==> config.mk <==
export PLATFORM = sky130hd
export DESIGN_NAME = three_class_strict_priority_queue_top
export DESIGN_NICKNAME = d
export VERILOG_FILES = /design/src/hw/rtl/tcspq_pkg.sv /design/src/hw/rtl/tcspq_ctrl.sv /design/src/hw/rtl/tcspq_dp.sv /design/src/hw/rtl/three_class_strict_priority_queue_top.sv
export SDC_FILE = /design/constraint.sdc
export NUM_CORES = 2
export LEC_CHECK = 0
export ABC_AREA = 1
export BUFFER_PORTS_ARGS = -buffer_cell sky130_fd_sc_hd__clkbuf_2
export CAP_MARGIN = 0
export CORE_MARGIN = 5
export CORE_UTILIZATION = 49
export CTS_CLUSTER_SIZE = 20
export DETAILED_ROUTE_END_ITERATION = 10
export GPL_ROUTABILITY_DRIVEN = 1
export GPL_TIMING_DRIVEN = 1
export PLACE_DENSITY_LB_ADDON = 0.08
export SLEW_MARGIN = 15
export SYNTH_ARGS = -nofsm -noshare
export SYNTH_HDL_FRONTEND = slang
export SYNTH_SLANG_ARGS = --single-unit
==> constraint.sdc <==
create_clock -name clk_i -period 4.83 [get_ports clk_i]
set_input_delay 0.483 -clock clk_i [delete_from_list [all_inputs] [get_ports clk_i]]
set_output_delay 0.483 -clock clk_i [all_outputs]
set_load 0.1 [all_outputs]
==> src/hw/rtl/tcspq_pkg.sv <==
// Shared types, codes and default sizes for the three-class priority queue.
`default_nettype none

package tcspq_pkg;

  localparam int unsigned QUEUE_DEPTH_DEF = 16;
  localparam int unsigned TAG_WIDTH_DEF   = 32;
  localparam int unsigned NUM_CLASS       = 3;

  // fixed port widths
  localparam int unsigned ACTION_W = 2;
  localparam int unsigned CODE_W   = 8;
  localparam int unsigned TAG_IO_W = 32;
  localparam int unsigned STATUS_W = 3;
  localparam int unsigned CLASS_W  = 2;
  localparam int unsigned ORDER_W  = 6;

  typedef enum logic [ACTION_W-1:0] {
    ACT_ENQUEUE = 2'd0,
    ACT_SERVE   = 2'd1,
    ACT_DRAIN   = 2'd2,
    ACT_UNUSED  = 2'd3
  } tcspq_action_e;

  typedef enum logic [STATUS_W-1:0] {
    ST_ADDED   = 3'd0,
    ST_SERVED  = 3'd1,
    ST_UNKNOWN = 3'd2,
    ST_FULL    = 3'd3,
    ST_EMPTY   = 3'd4
  } tcspq_status_e;

  typedef enum logic [CLASS_W-1:0] {
    CLS_EMERG = 2'd0,
    CLS_PASS  = 2'd1,
    CLS_CARGO = 2'd2
  } tcspq_class_e;

  // controller to datapath
  typedef struct packed {
    logic enq;        // enqueue the input beat's tag
    logic serve;      // single serve
    logic drain_pop;  // one pop of a drain run
    logic clr_order;  // start of a drain run
    logic load;       // capture a result into the output register
  } tcspq_cmd_t;

  // datapath to controller
  typedef struct packed {
    logic any_waiting;
    logic last_item;  // the next pop empties all queues
  } tcspq_stat_t;

endpackage : tcspq_pkg

`default_nettype wire

==> src/hw/rtl/tcspq_ctrl.sv <==
// Controller: accepts input beats, sequences drain runs, owns the output valid.
`default_nettype none

module tcspq_ctrl
  import tcspq_pkg::*;
(
  input  wire logic                clk_i,
  input  wire logic                rst_ni,
  input  wire logic                in_valid_i,
  output logic                     in_stall_o,
  input  wire logic [ACTION_W-1:0] action_i,
  input  wire logic                out_stall_i,
  output logic                     out_valid_o,
  input  wire tcspq_stat_t         stat_i,
  output tcspq_cmd_t               cmd_o
);

  typedef enum logic [1:0] {
    S_IDLE  = 2'b01,
    S_DRAIN = 2'b10
  } state_e;

  state_e state_q, state_d;
  logic   out_valid_q, out_valid_d;
  logic   slot_free;
  logic   acc;

  // the output register may be refilled when empty or being taken this cycle
  assign slot_free = !out_valid_q || !out_stall_i;
  assign acc       = (state_q == S_IDLE) && in_valid_i && slot_free;

  always_comb begin
    state_d    = state_q;
    cmd_o      = '0;
    in_stall_o = 1'b1;
    case (state_q)
      S_IDLE: begin
        in_stall_o = !slot_free;
        if (acc) begin
          case (tcspq_action_e'(action_i))
            ACT_ENQUEUE: begin
              cmd_o.enq  = 1'b1;
              cmd_o.load = 1'b1;
            end
            ACT_SERVE: begin
              cmd_o.serve = 1'b1;
              cmd_o.load  = 1'b1;
            end
            ACT_DRAIN: begin
              if (stat_i.any_waiting) begin
                cmd_o.clr_order = 1'b1;
                state_d         = S_DRAIN;
              end
            end
            default: ;
          endcase
        end
      end
      S_DRAIN: begin
        if (slot_free) begin
          cmd_o.drain_pop = 1'b1;
          cmd_o.load      = 1'b1;
          if (stat_i.last_item) begin
            state_d = S_IDLE;
          end
        end
      end
      default: state_d = S_IDLE;
    endcase
  end

  always_comb begin
    out_valid_d = out_valid_q;
    if (cmd_o.load) begin
      out_valid_d = 1'b1;
    end else if (!out_stall_i) begin
      out_valid_d = 1'b0;
    end
  end

  always_ff @(posedge clk_i or negedge rst_ni) begin
    if (!rst_ni) begin
      state_q     <= S_IDLE;
      out_valid_q <= 1'b0;
    end else begin
      state_q     <= state_d;
      out_valid_q <= out_valid_d;
    end
  end

  assign out_valid_o = out_valid_q;

  a_no_overwrite : assert property (@(posedge clk_i) disable iff (!rst_ni)
    (out_valid_q && out_stall_i) |-> !cmd_o.load)
    else $error("result register loaded while its beat is still stalled");

  a_drain_blocks_input : assert property (@(posedge clk_i) disable iff (!rst_ni)
    (state_q == S_DRAIN) |-> in_stall_o)
    else $error("input not stalled during a drain run");

  a_empty_drain_idle : assert property (@(posedge clk_i) disable iff (!rst_ni)
    (acc && action_i == ACT_DRAIN && !stat_i.any_waiting) |=> (state_q == S_IDLE))
    else $error("drain of empty queues entered the drain state");

endmodule : tcspq_ctrl

`default_nettype wire

==> src/hw/rtl/tcspq_dp.sv <==
// Datapath: three circular tag FIFOs, priority pop select and the result register.
`default_nettype none

module tcspq_dp
  import tcspq_pkg::*;
#(
  parameter int unsigned QUEUE_DEPTH = QUEUE_DEPTH_DEF,
  parameter int unsigned TAG_WIDTH   = TAG_WIDTH_DEF
) (
  input  wire logic                clk_i,
  input  wire logic                rst_ni,
  input  wire tcspq_cmd_t          cmd_i,
  output tcspq_stat_t              stat_o,
  input  wire logic [CODE_W-1:0]   class_code_i,
  input  wire logic [TAG_IO_W-1:0] item_tag_i,
  output logic [STATUS_W-1:0]      status_o,
  output logic [TAG_IO_W-1:0]      served_tag_o,
  output logic [CLASS_W-1:0]       served_class_o,
  output logic [ORDER_W-1:0]       order_number_o,
  output logic                     last_of_run_o
);

  localparam int unsigned IW = $clog2(QUEUE_DEPTH);
  localparam int unsigned CW = $clog2(QUEUE_DEPTH + 1);
  localparam int unsigned OW = $clog2(3 * QUEUE_DEPTH + 1);
  localparam logic [CW-1:0] DEPTH_C    = CW'(QUEUE_DEPTH);
  localparam logic [CW:0]   DEPTH_X    = (CW + 1)'(QUEUE_DEPTH);
  localparam logic [IW-1:0] LAST_IDX_C = IW'(QUEUE_DEPTH - 1);

  localparam logic [CODE_W-1:0] CHR_E_UP = 8'h45;
  localparam logic [CODE_W-1:0] CHR_E_LO = 8'h65;
  localparam logic [CODE_W-1:0] CHR_P_UP = 8'h50;
  localparam logic [CODE_W-1:0] CHR_P_LO = 8'h70;
  localparam logic [CODE_W-1:0] CHR_C_UP = 8'h43;
  localparam logic [CODE_W-1:0] CHR_C_LO = 8'h63;

  logic [TAG_WIDTH-1:0] store_q [NUM_CLASS][QUEUE_DEPTH];
  logic [IW-1:0]        head_q  [NUM_CLASS];
  logic [IW-1:0]        head_d  [NUM_CLASS];
  logic [CW-1:0]        count_q [NUM_CLASS];
  logic [CW-1:0]        count_d [NUM_CLASS];
  logic [OW-1:0]        order_q, order_d;

  tcspq_class_e enq_cls, pop_cls;
  logic         enq_known, enq_full;
  logic         any_waiting, pop_last;
  logic         do_write, do_pop;
  logic [CW:0]  wr_sum;
  logic [IW-1:0] wr_idx;

  // result register
  logic [STATUS_W-1:0] status_q;
  logic [TAG_IO_W-1:0] tag_q;
  logic [CLASS_W-1:0]  class_q;
  logic [ORDER_W-1:0]  order_out_q;
  logic                last_q;

  tcspq_status_e res_status;
  tcspq_class_e  res_cls;
  logic [OW-1:0] res_order;
  logic          res_last, res_served;

  // class letter, either case
  always_comb begin
    enq_known = 1'b1;
    case (class_code_i)
      CHR_E_UP, CHR_E_LO: enq_cls = CLS_EMERG;
      CHR_P_UP, CHR_P_LO: enq_cls = CLS_PASS;
      CHR_C_UP, CHR_C_LO: enq_cls = CLS_CARGO;
      default: begin
        enq_cls   = CLS_EMERG;
        enq_known = 1'b0;
      end
    endcase
  end

  assign enq_full = (count_q[enq_cls] == DEPTH_C);
  assign wr_sum   = (CW + 1)'(head_q[enq_cls]) + (CW + 1)'(count_q[enq_cls]);
  assign wr_idx   = (wr_sum >= DEPTH_X) ? IW'(wr_sum - DEPTH_X) : IW'(wr_sum);

  // strict priority: emergency, passenger, cargo
  always_comb begin
    any_waiting = 1'b1;
    if (count_q[CLS_EMERG] != '0) begin
      pop_cls  = CLS_EMERG;
      pop_last = (count_q[CLS_EMERG] == CW'(1)) && (count_q[CLS_PASS] == '0)
                 && (count_q[CLS_CARGO] == '0);
    end else if (count_q[CLS_PASS] != '0) begin
      pop_cls  = CLS_PASS;
      pop_last = (count_q[CLS_PASS] == CW'(1)) && (count_q[CLS_CARGO] == '0);
    end else begin
      pop_cls     = CLS_CARGO;
      pop_last    = (count_q[CLS_CARGO] == CW'(1));
      any_waiting = (count_q[CLS_CARGO] != '0);
    end
  end

  assign stat_o.any_waiting = any_waiting;
  assign stat_o.last_item   = pop_last;

  assign do_write = cmd_i.enq && enq_known && !enq_full;
  assign do_pop   = (cmd_i.serve || cmd_i.drain_pop) && any_waiting;

  always_comb begin
    for (int c = 0; c < NUM_CLASS; c++) begin
      head_d[c]  = head_q[c];
      count_d[c] = count_q[c];
    end
    if (do_write) begin
      count_d[enq_cls] = count_q[enq_cls] + CW'(1);
    end
    if (do_pop) begin
      count_d[pop_cls] = count_q[pop_cls] - CW'(1);
      head_d[pop_cls]  = (head_q[pop_cls] == LAST_IDX_C) ? '0 : head_q[pop_cls] + IW'(1);
    end
  end

  always_comb begin
    order_d = order_q;
    if (cmd_i.clr_order) begin
      order_d = '0;
    end else if (cmd_i.drain_pop) begin
      order_d = order_q + OW'(1);
    end
  end

  // result fields
  always_comb begin
    res_status = ST_EMPTY;
    res_cls    = CLS_EMERG;
    res_order  = '0;
    res_last   = 1'b1;
    res_served = 1'b0;
    if (cmd_i.enq) begin
      if (!enq_known) begin
        res_status = ST_UNKNOWN;
      end else begin
        res_cls    = enq_cls;
        res_status = enq_full ? ST_FULL : ST_ADDED;
      end
    end else if (any_waiting) begin
      res_status = ST_SERVED;
      res_cls    = pop_cls;
      res_served = 1'b1;
      if (cmd_i.drain_pop) begin
        res_order = order_q + OW'(1);
        res_last  = pop_last;
      end
    end
  end

  always_ff @(posedge clk_i or negedge rst_ni) begin
    if (!rst_ni) begin
      for (int c = 0; c < NUM_CLASS; c++) begin
        head_q[c]  <= '0;
        count_q[c] <= '0;
      end
      order_q <= '0;
    end else begin
      for (int c = 0; c < NUM_CLASS; c++) begin
        head_q[c]  <= head_d[c];
        count_q[c] <= count_d[c];
      end
      order_q <= order_d;
    end
  end

  always_ff @(posedge clk_i) begin
    if (do_write) begin
      store_q[enq_cls][wr_idx] <= TAG_WIDTH'(item_tag_i);
    end
  end

  // head entry read straight into the result register
  always_ff @(posedge clk_i) begin
    if (cmd_i.load) begin
      status_q    <= res_status;
      class_q     <= res_cls;
      order_out_q <= ORDER_W'(res_order);
      last_q      <= res_last;
      tag_q       <= res_served ? TAG_IO_W'(store_q[pop_cls][head_q[pop_cls]]) : '0;
    end
  end

  assign status_o       = status_q;
  assign served_tag_o   = tag_q;
  assign served_class_o = class_q;
  assign order_number_o = order_out_q;
  assign last_of_run_o  = last_q;

  a_count_bound : assert property (@(posedge clk_i) disable iff (!rst_ni)
    count_q[CLS_EMERG] <= DEPTH_C && count_q[CLS_PASS] <= DEPTH_C
    && count_q[CLS_CARGO] <= DEPTH_C)
    else $error("queue fill level beyond depth");

  a_one_op : assert property (@(posedge clk_i) disable iff (!rst_ni)
    !(cmd_i.enq && (cmd_i.serve || cmd_i.drain_pop)))
    else $error("enqueue and pop commanded together");

  a_last_empties : assert property (@(posedge clk_i) disable iff (!rst_ni)
    (do_pop && pop_last) |=> !any_waiting)
    else $error("items left after the pop flagged as last");

endmodule : tcspq_dp

`default_nettype wire

==> src/hw/rtl/three_class_strict_priority_queue_top.sv <==
// Top level of the three-class strict priority queue.
`default_nettype none

// Three FIFOs of QUEUE_DEPTH tags (emergency, passenger, cargo), served in
// strict priority order. Every input beat with action enqueue or serve gives
// one result beat, and these run at one beat per cycle while the output side
// keeps taking results; the next input beat is taken in the cycle that the
// waiting result leaves the output register, and a stalled result stalls the
// input. A drain takes the input beat, stalls the input, then pops one item
// per cycle while the output side keeps taking results (one output beat each,
// numbered from 1, the final one flagged) until no items are waiting. A drain
// with nothing waiting and action code three give no result. A full queue or
// an unknown class letter is reported and changes nothing. Tags are stored
// TAG_WIDTH bits wide.

module three_class_strict_priority_queue_top
  import tcspq_pkg::*;
#(
  parameter int unsigned QUEUE_DEPTH = QUEUE_DEPTH_DEF,
  parameter int unsigned TAG_WIDTH   = TAG_WIDTH_DEF
) (
  input  wire logic                clk_i,
  input  wire logic                rst_ni,
  input  wire logic                in_valid_i,
  output logic                     in_stall_o,
  input  wire logic [ACTION_W-1:0] action_i,
  input  wire logic [CODE_W-1:0]   class_code_i,
  input  wire logic [TAG_IO_W-1:0] item_tag_i,
  output logic                     out_valid_o,
  input  wire logic                out_stall_i,
  output logic [STATUS_W-1:0]      status_o,
  output logic [TAG_IO_W-1:0]      served_tag_o,
  output logic [CLASS_W-1:0]       served_class_o,
  output logic [ORDER_W-1:0]       order_number_o,
  output logic                     last_of_run_o
);

  tcspq_cmd_t  cmd;
  tcspq_stat_t stat;

  tcspq_ctrl u_ctrl (
    .clk_i       (clk_i),
    .rst_ni      (rst_ni),
    .in_valid_i  (in_valid_i),
    .in_stall_o  (in_stall_o),
    .action_i    (action_i),
    .out_stall_i (out_stall_i),
    .out_valid_o (out_valid_o),
    .stat_i      (stat),
    .cmd_o       (cmd)
  );

  tcspq_dp #(
    .QUEUE_DEPTH (QUEUE_DEPTH),
    .TAG_WIDTH   (TAG_WIDTH)
  ) u_dp (
    .clk_i          (clk_i),
    .rst_ni         (rst_ni),
    .cmd_i          (cmd),
    .stat_o         (stat),
    .class_code_i   (class_code_i),
    .item_tag_i     (item_tag_i),
    .status_o       (status_o),
    .served_tag_o   (served_tag_o),
    .served_class_o (served_class_o),
    .order_number_o (order_number_o),
    .last_of_run_o  (last_of_run_o)
  );

endmodule : three_class_strict_priority_queue_top

`default_nettype wire

# Word level (Yosys, flattened, before mapping)

Memories as Yosys holds them, arrays and structs flattened.
Index checks and enable logic that the tools add are counted.

Flip-flop bits (word level): 80
Memory bits (writable): 1536
Bits of input ports: 46
Output and inout port bits: 46
Logic and storage cells: 157
Memories kept: 1

Memories:

| name         | depth | width | read ports | clocked after memory_dff | write ports | RTL line       | source |
|---|---|---|---|---|---|---|---|
| u_dp.store_q | 3     | 512   | 1          | 0                        | 1           | tcspq_dp.sv:37 | `logic [TAG_WIDTH-1:0] store_q [NUM_CLASS][QUEUE_DEPTH];` |

Add/sub/neg operators: 6
Order comparisons: 8
Equality and inequality tests: 21
Muxes and demuxes: 71
Bitwise logic cells: 6
Reductions and logical operators: 30

Operators by type and width:

| operator             | number |
|---|---|
| $mux W512            | 1 |
| $bmux W32 S4         | 1 |
| $demux W32 S4        | 1 |
| $mux W32             | 3 |
| $eq A8 B7 Y1 const B | 6 |
| $bwmux W15           | 2 |
| $mux W15             | 2 |
| $mux W5              | 6 |
| $mux W2              | 14 |
| $mux W4              | 7 |
| $bmux W5 S2          | 2 |
| $demux W5 S2         | 2 |
| $mux W1              | 18 |
| $bmux W4 S2          | 2 |
| $eq A5 B1 Y1 const B | 3 |
| $reduce_bool A5 Y1   | 3 |
| $bwmux W12           | 1 |
| $mux W6              | 2 |
| $logic_and A1 B1 Y1  | 11 |
| $ge A5 B5 Y1 const B | 2 |
| $logic_not A5 Y1     | 2 |
| $ne A2 B1 Y1 const B | 5 |
| $not A4 Y5           | 2 |
| $mux W3              | 3 |
| other kinds (28)     | 41 |

# Depth between registers and ports, before layout

Word-level depth: 16
Depth in mapped cells: 19
Mapped depth without buffers: 18

# Hierarchy

From an unflattened synthesis, not the netlist that was laid out.

Cells, all modules: 6077
Area, all modules: 67862.6 um^2

Modules (own cells, without submodules):

| module     | instances | cells each | area an instance (um^2) |
|---|---|---|---|
| tcspq_dp   | 1         | 6039       | 67627.4 |
| tcspq_ctrl | 1         | 38         | 235.2 |

# Worst setup path before layout

Ideal clock, no wire load.

Kind: input-to-reg
From: in class_code_i[3]
To: mem u_dp.store_q[1][256] in the netlist's numbering, enable pin
Setup time: 461 ps
Arrival: 4821 ps
Slack: -452 ps
Cell stages on the path: 18
Buffers on the path: 2
Path through: inv_2 -> nand2_1 -> nor2_1 -> nand2_1 -> buf_2 -> buf_1 -> o21ai_0 -> nand2_1 -> o21ai_0 -> inv_1 -> ha_1 -> a21o_1 -> a21oi_1 -> or2_1 -> nand2_1 -> xnor2_2 -> nand2_1 -> nor3_1

Word-level cells in the longest chain between the ends: 16

RTL lines:

| what                                                                          | RTL line                                    | source |
|---|---|---|
| from (decl)                                                                   | three_class_strict_priority_queue_top.sv:27 | `input wire logic [CODE_W-1:0] class_code_i,` |
| $eq A8 B7 Y1                                                                  | tcspq_dp.sv:66                              | `case (class_code_i)` |
| $reduce_or A2 Y1                                                              | tcspq_dp.sv:66                              |  |
| $pmux W2 S2                                                                   | tcspq_dp.sv:66                              |  |
| $not A2 Y3 (not written as such)                                              | tcspq_dp.sv:77, tcspq_dp.sv:78              |  |
| $bmux W4 S2 / $bmux W5 S2 (equally long branches)                             | tcspq_dp.sv:78, tcspq_dp.sv:77              |  |
| $mux W4 (not written as such) / $mux W5 (equally long branches) (2 in series) | tcspq_dp.sv:78, tcspq_dp.sv:77              |  |
| $add A4 B5 Y6                                                                 | tcspq_dp.sv:78                              | `assign wr_sum = (CW + 1)'(head_q[enq_cls]) + (CW + 1)'(count_q[enq_cls]);` |
| $ge A6 B5 Y1 / $sub A4 B1 Y4 (equally long branches)                          | tcspq_dp.sv:79                              | `assign wr_idx = (wr_sum >= DEPTH_X) ? IW'(wr_sum - DEPTH_X) : IW'(wr_sum);` |
| $mux W4                                                                       | tcspq_dp.sv:79                              |  |
| $not A4 Y5 (not written as such)                                              | tcspq_dp.sv:170                             | `store_q[enq_cls][wr_idx] <= TAG_WIDTH'(item_tag_i);` |
| $ge A5 B5 Y1 (not written as such) / $lt A5 B1 Y1 (equally long branches)     | tcspq_dp.sv:170                             |  |
| $logic_and A1 B1 Y1 (not written as such)                                     | tcspq_dp.sv:170                             |  |
| $mux W32 (not written as such)                                                | tcspq_dp.sv:170                             |  |
| $demux W32 S4                                                                 | tcspq_dp.sv:170                             |  |
| $mux W512 (not written as such)                                               | tcspq_dp.sv:170                             |  |
| to (decl)                                                                     | tcspq_dp.sv:37                              |  |

Several ways; a longest one is shown, not always the timed one. The select of a mux whose other input is x is not followed.

# Worst setup path in the final report

From: reg u_dp.count_q[12] in the netlist's numbering
To: reg u_dp.tag_q[4] (netlist: u_dp.served_tag_o[4]), data pin

Word-level cells in the longest chain between the ends: 10

RTL lines:

| what                                         | RTL line        | source |
|---|---|---|
| from (decl)                                  | tcspq_dp.sv:40  | `logic [CW-1:0] count_q [NUM_CLASS];` |
| from (signal, indexed assignment)            | tcspq_dp.sv:162 | `count_q[c] <= count_d[c];` |
| $reduce_bool A5 Y1 *                         | tcspq_dp.sv:84  | `if (count_q[CLS_EMERG] != '0) begin` |
| $mux W2                                      | tcspq_dp.sv:84  |  |
| $not A2 Y3 (not written as such)             | tcspq_dp.sv:181 | `tag_q <= res_served ? TAG_IO_W'(store_q[pop_cls][head_q[pop_cls]]) : '0;` |
| $bmux W4 S2                                  | tcspq_dp.sv:181 |  |
| $mux W4 (not written as such) (2 in series)  | tcspq_dp.sv:181 |  |
| $not A4 Y5 (not written as such)             | tcspq_dp.sv:181 |  |
| $bmux W32 S4                                 | tcspq_dp.sv:181 |  |
| $mux W32 (not written as such) (2 in series) | tcspq_dp.sv:181 |  |
| to (signal assigned)                         | tcspq_dp.sv:181 |  |
| to (decl)                                    | tcspq_dp.sv:53  | `logic [TAG_IO_W-1:0] tag_q;` |

Every way passes the cells marked *; elsewhere a longest branch is shown, timed or not. The select of a mux whose other input is x is not followed.
A chain may end at the register's enable or synchronous reset.

==> impl_metrics.csv <==
group,metric,value,unit
status,status,"finished clean",
cts,clockRootBuffer,"sky130_fd_sc_hd__clkbuf_16",
critical_path,regToRegSetupSlack,930,ps
sta,grt_setup_unrepaired,"false",
placed_design,placed_cell_area,72000,sq um
synthesis,synth_compound_gate_area_share,0.0252,
drt,viasPerCell,5.54,
global_routing,grt_max_degree,149,
floorplanning,width_of_the_die,383,microns
global_routing,grt_pass1_vias,42500,
global_routing,grt_first_pass_wirelength,286000,microns
power,total_power_divided_by_cell_area,512,nW/um^2
layout,final_net_count,6281,
sta,fmax,0.257,GHz
synthesis,muxShareOfSynthArea,0,
cts,cts_repair_resize_count,0,
sta,tightest_slew,1130,ps
sta,skew,24.6,ps
critical_path,critical_path_arrival,4480,ps
placed_design,gp_congestion,0.869,
synthesis,synth_top_family_by_area,"simple AND/OR/NAND/NOR gates",
sta,setup-violations-final,0,
synthesis,synth-warning-count,0,
synthesis,synth.ff_latch_count,1616,
global_routing,globalRouteOverflowTotal,0,
drt,total_number_of_vias,45100,
hold_path,worstHoldPathType,"input port to flip-flop",
cts,clk_pin_slew_worst_paths,60,ps
synthesis,ys_seq_area_frac,0.711,
cts,clk_latency,790,ps
critical_path,crit_path_start_kind,"flip-flop",
cts,cts.htree.levels,4,
cts,cts_inserted_buffers,170,
synthesis,post_synthesis_instance_area,68000,sq um
power,peakVddDrop,0.477,mV
layout,drive_gt1_frac,0.106,
drt,postRouteAntennaNets,0,
global_routing,grt_use_total,0.264,
hold_path,hold_start,"action_i[0]",
placed_design,dp_hpwl,116000,microns
critical_path,cp.required,5410,ps
drt,drt-wirelength-per-cell,24.0,microns
synthesis,number_of_cells_produced_by_synthesis,6079,
sta,timing.final.crit_period,3900,ps
critical_path,setup.worst_path.end_class,"flip-flop",
sta,setup_slack,932,ps
cts,tritoncts,"done",
synthesis,synth_cell_types,44,
placed_design,dp_slack,377,ps
flow_run,cap_viol_max_count,0,
synthesis,synth-xor-area-share,0.00153,
sta,number_of_slew_limit_violations_in_the_final_report,0,
power,power.leakage,29.6,nW
layout,flow.area_growth_from_synthesis,13.5,%
cts,clkSinkCount,1616,
floorplanning,start_util,0.494,
drt,drt_first_iter_violations,4915,
floorplanning,placeableCoreArea,138000,sq um
critical_path,critical_path.startpoint,"u_dp.count_q[12]",
synthesis,post_synth_and_or_nand_nor_area_fraction,0.205,
sta,slew_headroom,0.249,
drt,finalWirelength,196000,microns
floorplanning,die_height,383,microns
synthesis,synth_adder_area_share,0.00213,
layout,final_area,77300,sq um
drt,drcViolationCount,0,
global_routing,antenna_found_initial,4,
sta,hold_violations,0,
cts,clock_buffer_depth,3,
critical_path,critical_path.max_fanout,54,
critical_path,critical_path.reg2reg.startpoint,"u_dp.count_q[12]",
layout,postLayoutCoreUtil,0.561,
synthesis,postSynthAreaPerCell,11.2,sq um
critical_path,crit_type,"flip-flop to flip-flop",
placed_design,buffers_on_ports,90,
floorplanning,io_pins,92,
floorplanning,floorplan.die_area,146000,sq um
floorplanning,fp-row-count,136,
synthesis,synth_nets,6136,
cts,post_cts.repair.setup_buffers,0,
sta,layout_worst_path_cycle_share,0.807,
drt,drt_pre_antenna_iters,7,
==> logic make-up (layout without fill, tap and decap cells) <==
group / after synthesis / after routing
and+or+nand+nor: 3190 / 3190
buffers and inverters: 932 / 1208
xor gates and xnor gates: 11 / 11
DFF: 1616 / 1616
AOI/OAI and AO/OA: 319 / 319
adders and majority gates: 11 / 11
other: 0 / 1
==> registers in the layout (all words and copies together) (netlist names), 2 cells and up <==
signal	cells
u_dp.served_tag_o	32
u_dp.head_q	12
u_dp.order_q	6
u_dp.served_class_o	2
u_dp.count_q	15
u_dp.order_number_o	6
u_dp.store_q	1536
u_dp.status_o	3
u_ctrl.state_q	2
==> layout make-up <==
class                   count  area [sq um]
repair buffers            314          2850
clock inverters            80           676
flip-flops and latches   1616         48300
well taps                1794          2240
inverters                 591          2230
fillers                 11500         60400
clock buffers             223          4600
diodes                      1          2.50
multi-input cells        3531         16300
==> through the flow <==
step | power (W) | hold slack, ps | std cells | TNS (ps)
floorplan | 0.0226 | 187 | 6079 | -57870
global placement | 0.0272 | 474 | 7844 | 0
detailed placement | 0.0273 | 479 | 7844 | 0
CTS | 0.0397 | 64.8 | 8149 | 0
global route | 0.0411 | 132 | 8149 | 0
finish | 0.0395 | 129 | 8150 | 0
==> cell usage in the layout (no fill, tap or decap), types with 35 or more instances in the layout <==
| cell | count |
|---|---|
| sky130_fd_sc_hd__edfxtp_1 | 1580 |
| sky130_fd_sc_hd__inv_1 | 575 |
| sky130_fd_sc_hd__clkbuf_16 | 177 |
| sky130_fd_sc_hd__clkbuf_1 | 46 |
| sky130_fd_sc_hd__nor2_1 | 421 |
| sky130_fd_sc_hd__a21oi_1 | 105 |
| sky130_fd_sc_hd__a31oi_1 | 64 |
| sky130_fd_sc_hd__o21ai_0 | 123 |
| sky130_fd_sc_hd__buf_12 | 57 |
| sky130_fd_sc_hd__clkbuf_2 | 90 |
| sky130_fd_sc_hd__or2_0 | 67 |
| sky130_fd_sc_hd__dfrtp_1 | 35 |
| sky130_fd_sc_hd__nand2_1 | 1487 |
| sky130_fd_sc_hd__nand3_1 | 1085 |
| sky130_fd_sc_hd__buf_4 | 165 |
==> synth_stat cells (all sizes together) <==
library cell     n  area share
o21a             1     0.00011
dfrtp           35       0.013
o211ai           3     0.00040
a21o             1     0.00011
nand2         1498       0.083
xnor2            4     0.00063
o22ai            3     0.00028
ha              10      0.0018
clkbuf          97      0.0054
dfstp            1     0.00039
o221ai           2     0.00035
nand3         1092       0.081
a31oi           64      0.0059
o21ai          139       0.010
fa               1     0.00029
nor3b            1     0.00011
buf            244       0.018
inv            591       0.033
nor3            26      0.0034
o21bai           1     0.00011
a21oi          105      0.0077
xor2             7     0.00090
edfxtp        1580        0.70
nand4            7     0.00064
or2            100      0.0092
nor2           466       0.027
==> worst max-delay path: stages (launching register included) <==
cell,delay (ps)
sky130_fd_sc_hd__dfrtp_1,400
sky130_fd_sc_hd__nor2_2,170
sky130_fd_sc_hd__nand2_1,130
sky130_fd_sc_hd__nor2_4,350
sky130_fd_sc_hd__nand2_8,470
sky130_fd_sc_hd__buf_4,440
sky130_fd_sc_hd__nand2_1,100
sky130_fd_sc_hd__nand3_1,70
sky130_fd_sc_hd__nand3_1,120
sky130_fd_sc_hd__nand3_1,320
sky130_fd_sc_hd__nand3_1,350
sky130_fd_sc_hd__nand3_1,300
sky130_fd_sc_hd__a21oi_1,350
==> power breakdown <==
part | leakage (nW) | switching [W] | internal, W
clock | 2.57 | 0.00531 | 0.00721
sequential | 14.7 | 0.000171 | 0.0158
combinational | 12.4 | 0.00837 | 0.00270
total | 29.6 | 0.0138 | 0.0257
==> layer usage <==
metal,part of all wire,GRT usage,routed length [microns]
met4,0.037,0.0981,7140
met1,0.43,0.376,84700
met3,0.070,0.0457,13700
met5,0,0,0
met2,0.46,0.412,90000
==> repair_timing <==
action | 4_1_cts | 5_1_grt
setup endpoints to repair | 0 | 0
hold buffers | 2 | 0
hold endpoints to repair | 36 | 0
==> final timing paths <==
kind | end | cells after the start
setup / recovery | u_dp.served_tag_o[4] | 12
hold / removal | u_dp.order_q[4] | 5
setup reg to reg | u_dp.served_tag_o[4] | 12
hold reg to reg | u_dp.head_q[2] | 2
max in group asynchronous | u_dp.head_q[1] | 2
min in group asynchronous | u_ctrl.out_valid_o | 2
(Power assumes the default switching activity.)
